--- src/rtl/core/gedd_pkg.sv ---
// ----------------------------------------------------------------------------
// gedd_pkg
// Shared types and constants of the grayscale error-diffusion dither block.
// ----------------------------------------------------------------------------
package gedd_pkg;

  // configuration port
  localparam int CFG_IDX_W  = 2;
  localparam int CFG_DATA_W = 16;
  localparam int LEVELS_W   = 9;
  localparam int FWIDTH_W   = 11;
  localparam int FHEIGHT_W  = 16;

  localparam logic [CFG_IDX_W-1:0] REG_LEVELS       = 2'd0;
  localparam logic [CFG_IDX_W-1:0] REG_FRAME_WIDTH  = 2'd1;
  localparam logic [CFG_IDX_W-1:0] REG_FRAME_HEIGHT = 2'd2;

  localparam logic [LEVELS_W-1:0]  LEVELS_RESET       = 9'd4;
  localparam logic [FWIDTH_W-1:0]  FRAME_WIDTH_RESET  = 11'd640;
  localparam logic [FHEIGHT_W-1:0] FRAME_HEIGHT_RESET = 16'd480;

  // luma weights in thousandths
  localparam logic [9:0] COEF_R = 10'd299;
  localparam logic [9:0] COEF_G = 10'd587;
  localparam logic [9:0] COEF_B = 10'd114;

  // floor(s / 1000) = (s * RECIP_1000) >> RECIP_SHIFT for s < 2^18
  localparam logic [18:0] RECIP_1000  = 19'd268436;
  localparam int          RECIP_SHIFT = 28;

  // diffusion weights in sixteenths
  localparam logic [2:0] WT_UPLEFT  = 3'd1;
  localparam logic [2:0] WT_UP      = 3'd5;
  localparam logic [2:0] WT_UPRIGHT = 3'd3;
  localparam logic [2:0] WT_LEFT    = 3'd7;

  // per-pixel error, -255..255
  typedef logic signed [8:0] err_t;

  typedef struct packed {
    logic [7:0] red;
    logic [7:0] green;
    logic [7:0] blue;
  } pixel_t;

  typedef struct packed {
    logic [7:0] gray_out;
    logic       row_end;
    logic       frame_end;
  } result_t;

  typedef enum logic [2:0] {
    ST_CLEAR,
    ST_IDLE,
    ST_LUMA,
    ST_ADD,
    ST_QUANT,
    ST_NUM,
    ST_DIV,
    ST_DONE
  } state_t;

  // controller to datapath
  typedef struct packed {
    logic clear;
    logic accept;
    logic luma;
    logic add;
    logic quant;
    logic div_load;
    logic div_step;
    logic finish;
  } cmd_t;

  // datapath to controller
  typedef struct packed {
    logic clear_last;
    logic div_last;
    logic out_blocked;
  } sts_t;

endpackage

--- src/rtl/core/gedd_ctrl.sv ---
// ----------------------------------------------------------------------------
// gedd_ctrl
// Sequencer: line store clearing pass, then one pixel at a time through
// luma, diffusion, quantize, divide and write-back steps.
// ----------------------------------------------------------------------------
module gedd_ctrl import gedd_pkg::*; (
  input  logic clk,
  input  logic rst,
  input  logic pixel_valid,
  output logic pixel_stall,
  input  sts_t sts,
  output cmd_t cmd
);

  state_t state;
  state_t state_next;

  // state register
  always_ff @(posedge clk) begin
    if (rst) begin
      state <= ST_CLEAR;
    end else begin
      state <= state_next;
    end
  end

  // next state and commands
  always_comb begin
    state_next  = state;
    cmd         = '0;
    pixel_stall = (state != ST_IDLE);
    unique case (state)
      ST_CLEAR: begin
        cmd.clear = 1'b1;
        if (sts.clear_last) begin
          state_next = ST_IDLE;
        end
      end
      ST_IDLE: begin
        if (pixel_valid) begin
          cmd.accept = 1'b1;
          state_next = ST_LUMA;
        end
      end
      ST_LUMA: begin
        cmd.luma   = 1'b1;
        state_next = ST_ADD;
      end
      ST_ADD: begin
        cmd.add    = 1'b1;
        state_next = ST_QUANT;
      end
      ST_QUANT: begin
        cmd.quant  = 1'b1;
        state_next = ST_NUM;
      end
      ST_NUM: begin
        cmd.div_load = 1'b1;
        state_next   = ST_DIV;
      end
      ST_DIV: begin
        cmd.div_step = 1'b1;
        if (sts.div_last) begin
          state_next = ST_DONE;
        end
      end
      ST_DONE: begin
        if (!sts.out_blocked) begin
          cmd.finish = 1'b1;
          state_next = ST_IDLE;
        end
      end
      default: begin
        state_next = ST_IDLE;
      end
    endcase
  end

endmodule

--- config.mk ---
export PLATFORM = sky130hd
export DESIGN_NAME = gedd_ctrl
export DESIGN_NICKNAME = d
export VERILOG_FILES = /design/src/rtl/core/gedd_pkg.sv /design/src/rtl/core/gedd_ctrl.sv
export SDC_FILE = /design/constraint.sdc
export NUM_CORES = 1
export LEC_CHECK = 0
export BUFFER_PORTS_ARGS = -buffer_cell sky130_fd_sc_hd__buf_2
export CAP_MARGIN = 40
export CORE_AREA = 2 2 39 41
export CTS_CLUSTER_DIAMETER = 50
export DETAILED_ROUTE_END_ITERATION = 10
export DIE_AREA = 0 0 41 43
export PLACE_DENSITY = 0.47
export SLEW_MARGIN = 20
export SYNTH_ARGS = -nofsm -noshare
export SYNTH_HDL_FRONTEND = slang
export SYNTH_SLANG_ARGS = --single-unit
--- constraint.sdc ---
create_clock -name clk -period 1.7 [get_ports clk]
set_input_delay 0.34 -clock clk [delete_from_list [all_inputs] [get_ports clk]]
set_output_delay 0.34 -clock clk [all_outputs]
set_load 0.01 [all_outputs]
# Yosys cells after proc, flatten, opt, wreduce, memory -nomap -nowiden
# Cells that the tools add are included.
# Widths: inputs -> output; s select.
dict set report word_totals {
  mem_bits_rw 0
  latch_bits 0
  input_bits 6
  out_inout_bits 9
  n_memories 0
  regBits 3
  wordCells 30
  mem_bits_ro 0
}
dict set report classes {
  add_sub_neg 0
  mux 15
  order_cmp 0
  n_mul 0
  n_eq_ne 12
  bitwise_logic 0
  reduce_logical 2
  n_div 0
  n_shift 0
}
# op n
set op_table {}
lappend op_table {{$pmux 3 s8} 1}
lappend op_table {{$eq 3x3->1 const B} 4}
lappend op_table {{$mux 3} 4}
lappend op_table {{$mux 1} 10}
lappend op_table {{$ne 2x2->1 const B} 4}
lappend op_table {{$eq 3x2->1 const B} 2}
lappend op_table {{$reduce_and 4->1} 1}
lappend op_table {{$eq 3x1->1 const B} 1}
lappend op_table {{$logic_not 3->1} 1}
lappend op_table {{$ne 3x1->1 const B} 1}

# Longest topological paths before layout
# Gate-level depths: netlist of run 1.
dict set report logic_depth {
  depth_word 3
  mapped_depth 6
  depth_no_buf 6
}

# Least setup slack after synthesis of run 1
# No wires, ideal clock.
dict set report synth_path {
  kind {reg2reg}
  start {register state[0]}
  end {register state[1]}
  arrival_ps 1278
  path_stages_with_launch 7
  path_buffers 0
  setup_ps 70
  required_time_ps 1630
  synth_period_minus_slack_ps 1348
  slack_ps 352
  cell_sequence {dfxtp_1 > inv_1 > ha_1 > nand2b_1 > a21boi_1 > or3b_1 > a21oi_1}
}
dict set report synth_via {
  elab_chain_cells 3
  elab_cells_between_ends 14
  classes_between {11 x eq/ne; 1 x mux; 2 x reduce/logical}
}
# item line_no
set synth_rtl {}
lappend synth_rtl {{start: declaration} gedd_ctrl.sv:15} ;# state_t state;
lappend synth_rtl {{start signal: assignment} gedd_ctrl.sv:23} ;# state <= state_next;
lappend synth_rtl {{$eq 3x3->1, or another cell as far along} gedd_ctrl.sv:32} ;# unique case (state)
lappend synth_rtl {{$ne 2x2->1 (no line)} --}
lappend synth_rtl {{$reduce_and 4->1 (no line)} --}
# Parallel ways exist; a longest one is shown, timed or not.
# A chain may end at the register's enable or synchronous reset.

==> results.cfg, run 1 <==
[synth]
syn_nets = 50
synthFlopType = dfxtp_1
synth_area_leaders = dfxtp_1 (20%), ha_1 (17%), nand2b_1 (8.4%)
ys_seq_elements = 3
synthArstFlopShare = 0
syn_area_per_cell_um2 = 7.41
synthCells = 40
synth_top_area_frac = 0.203
yosysTopAreaCell = dfxtp_1
yosysWarnings = 0
synthTopCellsByCount = a21oi_1 (4), ha_1 (4), inv_1 (4), nand2b_1 (4), nor2_1 (4)
synthDistinctLibCells = 17
ys_seq_area_frac = 0.203
mappedNetlistArea_um2 = 297
synth_edf_count = 0

[pwr]
p_leak_nw = 0.204
vdd_drop_max_uv = 528
p_per_area_nw_per_um2 = 1470
power_uw = 596

[drt]
detail-route-antenna-nets = 0
vias_per_cell = 4.14
wl_um = 591
drt_iter0_drc = 1
drc_errors = 0
drt_first_pass_iters = 2
wl_per_cell_um = 8.10
vias = 302

[floorplan]
die_x_um = 41
start_util = 0.214
fp-row-count = 14
core_region_area_um2 = 1380
fp.dieH_um = 43
top_level_ports = 15
fp.dieArea_um2 = 1760

[worst_setup_path]
crit_arrival_ps = 1220
max_stage_delay_ps = 360
setup.worst_path.end_class = output port
crit_path_top_delay_cell = dfxtp_1
crit_chain = inv_1 > ha_1 > and2_1 > buf_2
required_ps = 1360
critPathMaxFanout = 6
crit_path_start_kind = flip-flop
r2r_setup_slack_ps = 230
worstSetupPathType = reg -> out

[cts]
cts.sinks = 3
hold_buffers = 0
postCtsSetupRepairBufs = 0
tritoncts = built
clock_latency_ps = 230
post_cts_resized = 0
cts.clk_slew.worst_paths_ps = 30
cts_buffer_depth = 2
numCtsBuffers = 3
htreeDepth = 1
clock-root-buffer = clkbuf_4

[finish]
n_antenna_cell = 0
layout.nets = 68
top_regs = state (3)
top_register = state
nFillCells = 154
layout-drive-gt1-share = 0.298
area_growth_pct = 36.7
largest_reg_flops = 3
fin_util = 0.293

[global_routing]
grt_overflow = 0
grt_max_degree = 13
grt_pass1_wl_um = 862
grt_use_total = 0.0742
first_global_vias = 232
antenna_found_initial = 0

[worst_hold_path]
worstHoldPathType = in -> reg

[place]
gp_congestion = 0.681
dp.final_hpwl_um = 504
io_buffers = 14
dp_slack_ps = 219

[timing]
finalSetupTns_ps = 0
fin_crit_ps = 1560
finalSetupViolCount = 0
setup_ws_ps = 140
rsz0062_at_grt = false
slew_violations = 0
fin_crit_sh = 0.918
fmax_ghz = 0.641
hold_viol = 0
worstMarginPinSlew_ps = 326
finClkSkew_ps = 2.05
slew_headroom = 0.782

[job]
maxCapViolations = 0

[outcome]
outcome = finished, final reports clean
[report_power, final]
part	total, mW	internal [mW]	switching [mW]
sequential	0.123	0.0962	0.0266
clock	0.122	0.0878	0.0342
combinational	0.352	0.164	0.188
total	0.596	0.348	0.248
[worst paths after layout]
check / start / endpoint / cells past startpoint
max: state[0]$_SDFFE_PP0P_ / cmd[1] / 4
min: rst / state[0]$_SDFFE_PP0P_ / 2
max reg2reg: state[0]$_SDFFE_PP0P_ / state[1]$_SDFFE_PP0P_ / 6
min reg2reg: state[0]$_SDFFE_PP0P_ / state[0]$_SDFFE_PP0P_ / 2
[metal layers]
metal,track usage,up-vias,wire [um]
met1,0.0769,121,278
met3,0.0314,2,66
met4,0.0600,0,11
met5,0,-,0
li1,-,165,-
met2,0.109,14,234
[worst max-delay path, delay by kind of cell, from the launching register on]
family,cells,cell delay [ps]
AND/OR/NAND/NOR,1,170
buffers and inverters,2,200
adder cells (fa/ha/maj),1,250
flip-flops,1,360
[through the flow]
step / area (um^2) / cells / hold slack (ps)
5_1_grt: 405 / 73 / 300
3_5_place_dp: 379 / 69 / 510
3_3_place_gp: 379 / 69 / 512
4_1_cts: 405 / 73 / 293
6_report: 405 / 73 / 302
2_1_floorplan: 297 / 40 / 409
[layout make-up]
type	count	area [um^2]	share of cell area
clock buffers	4	26.3	0.0648
inverters	4	15.0	0.0370
multi-input cells	32	214	0.528
flip-flops and latches	3	60.1	0.148
well taps	16	20.0	0.0494
repair buffers	14	70.1	0.173
[cell families after synthesis]
| group | count (synthesis) | synth area share |
|---|---|---|
| flops | 3 | 0.203 |
| fa+ha+maj | 4 | 0.169 |
| simple gates | 18 | 0.333 |
| buf+inv | 5 | 0.0759 |
| compound gates | 10 | 0.219 |
[placed cells by master, fill, tap and decap left out, types with 2 or more instances in the layout]
cell type | Yosys | routed
nand2_1 | 2 | 2
buf_2 | 0 | 14
nand2b_1 | 4 | 4
a21oi_1 | 4 | 4
nor2b_1 | 3 | 3
ha_1 | 4 | 4
inv_1 | 4 | 4
nor2_1 | 4 | 4
and2_1 | 3 | 3
dfxtp_1 | 3 | 3
o21ai_0 | 2 | 2
clkbuf_4 | 0 | 3
Note: power is estimated with default switching activity, not from simulation.
==> run 2, diff against run 1 <==
--- a/config.mk
+++ b/config.mk
@@ -7,11 +7,13 @@
 export LEC_CHECK = 0
 export BUFFER_PORTS_ARGS = -buffer_cell sky130_fd_sc_hd__buf_2
 export CAP_MARGIN = 40
-export CORE_AREA = 2 2 39 41
+export CELL_PAD_IN_SITES_DETAIL_PLACEMENT = 0
+export CELL_PAD_IN_SITES_GLOBAL_PLACEMENT = 2
+export CORE_MARGIN = 2
+export CORE_UTILIZATION = 20
 export CTS_CLUSTER_DIAMETER = 50
 export DETAILED_ROUTE_END_ITERATION = 10
-export DIE_AREA = 0 0 41 43
-export PLACE_DENSITY = 0.47
+export PLACE_DENSITY = 0.71
 export SLEW_MARGIN = 20
 export SYNTH_ARGS = -nofsm -noshare
 export SYNTH_HDL_FRONTEND = slang
==> run 2 against run 1 <==
Fmax fell by 2.4%. Combinational power increased by 1%. Count of clock-buffer cells in the layout unchanged. Wire length increased by 17%. First-iteration DRC count shrank 100%. Global-route usage grew 1.6 points.
==> results.cfg, run 2 (synthesized netlist as in run 1, its figures left out) <==
[global_routing]
grt_overflow = 0
grt_use_met1 = 0.120
grt_use_met3 = 0.0129
globalRoute.busiestLayer = met2
grt_max_degree = 13
first_global_vias = 297
antenna_found_initial = 0
groute.layer.met2.usage = 0.126
grt_pass1_wl_mm = 1.21
grt_use_total = 0.0905

[timing]
hold_ws_ps = 295
fmax_ghz = 0.625
worstMarginPinSlew_ps = 346
fin_crit_sh = 0.941
rsz0062_at_grt = false
fin_crit_ps = 1600
finalSetupTns_ps = 0
hold_viol = 0
slew_violations = 0
slew_headroom = 0.769
finClkSkew_ps = 1.59
setup_ws_ps = 101
finalSetupViolCount = 0

[pwr]
p_per_area_nw_per_um2 = 1490
power_uw = 601
p_leak_nw = 0.204
vdd_drop_max_uv = 664

[worst_setup_path]
worstSetupPathType = reg -> out
crit_path_top_delay_cell = dfxtp_1
setup.worst_path.end_class = output port
crit_path_start = state[0]$_SDFFE_PP0P_
crit_path_start_kind = flip-flop
crit_arrival_ps = 1260
cp_num_buf_inv = 2
path_delay_family = flip-flops
max_stage_delay_ps = 370
crit_chain = inv_1 > ha_1 > and2_1 > buf_2
r2r_start = state[0]$_SDFFE_PP0P_
required_ps = 1360
critPathMaxFanout = 6

[place]
dp_slack_ps = 164
placed_area_um2 = 378
place_inst = 68
io_buffers = 14
gp_congestion = 0.619

[cts]
post_cts_resized = 0
htreeDepth = 1
cts.clk_slew.worst_paths_ps = 30
clock_latency_ps = 230
cts.sinks = 3
numCtsBuffers = 3
tritoncts = built
postCtsSetupRepairBufs = 0
clock-root-buffer = clkbuf_4
hold_buffers = 0
cts_buffer_depth = 2

[drt]
detail-route-antenna-nets = 0
drt_iter0_drc = 0
vias_per_cell = 4.15
vias = 299
drc_errors = 0
wl_um = 689
drt_first_pass_iters = 1
wl_per_cell_um = 9.57

[floorplan]
fp.dieH_um = 42.5
top_level_ports = 15
die_x_um = 42.5
start_util = 0.220
fp-row-count = 13
core_region_area_um2 = 1350
fp.dieArea_um2 = 1810

[finish]
n_antenna_cell = 0
fin_area_um2 = 404
final_cells = 72
top_regs = state (3)
nFillCells = 161
area_growth_pct = 36.3
layout-drive-gt1-share = 0.298
final_common_cell = buf_2
top_register = state
largest_reg_flops = 3
layout.nets = 68
fin_util = 0.299

[job]
maxCapViolations = 0

[worst_hold_path]
worstHoldPathType = in -> reg
worstHoldStart = rst

[outcome]
outcome = finished, final reports clean
run 2: area by class of cell:
class | count | area, um^2 | area share
multi-input combinational | 32 | 214 | 0.529
timing repair buffer | 14 | 70.1 | 0.173
sequential | 3 | 60.1 | 0.149
clock buffer | 4 | 26.3 | 0.0650
tap | 15 | 18.8 | 0.0464
inverter | 4 | 15.0 | 0.0372
run 2: path summary, 6_finish.rpt:
path / slack [ps] / to / depth (start not counted)
worst max-delay path: 100 / cmd[1] / 4
worst min-delay path: 290 / state[2]$_SDFFE_PP0P_ / 2
worst max register to register: 150 / state[1]$_SDFFE_PP0P_ / 6
worst min register to register: 520 / state[1]$_SDFFE_PP0P_ / 2
run 2: per-layer routing:
layer / vias to the layer above / share of wire
met3: 0 / 0.073
met2: 12 / 0.42
met4: 0 / 0
met1: 120 / 0.51
li1: 167 / -
met5: - / 0
run 2: report_power, final:
| group | leakage (nW) | total, mW | switching, mW | internal (mW) |
|---|---|---|---|---|
| sequential | 0.0246 | 0.124 | 0.0276 | 0.0962 |
| combinational | 0.164 | 0.357 | 0.194 | 0.163 |
| clock | 0.0150 | 0.120 | 0.0321 | 0.0876 |
| total | 0.204 | 0.601 | 0.254 | 0.346 |
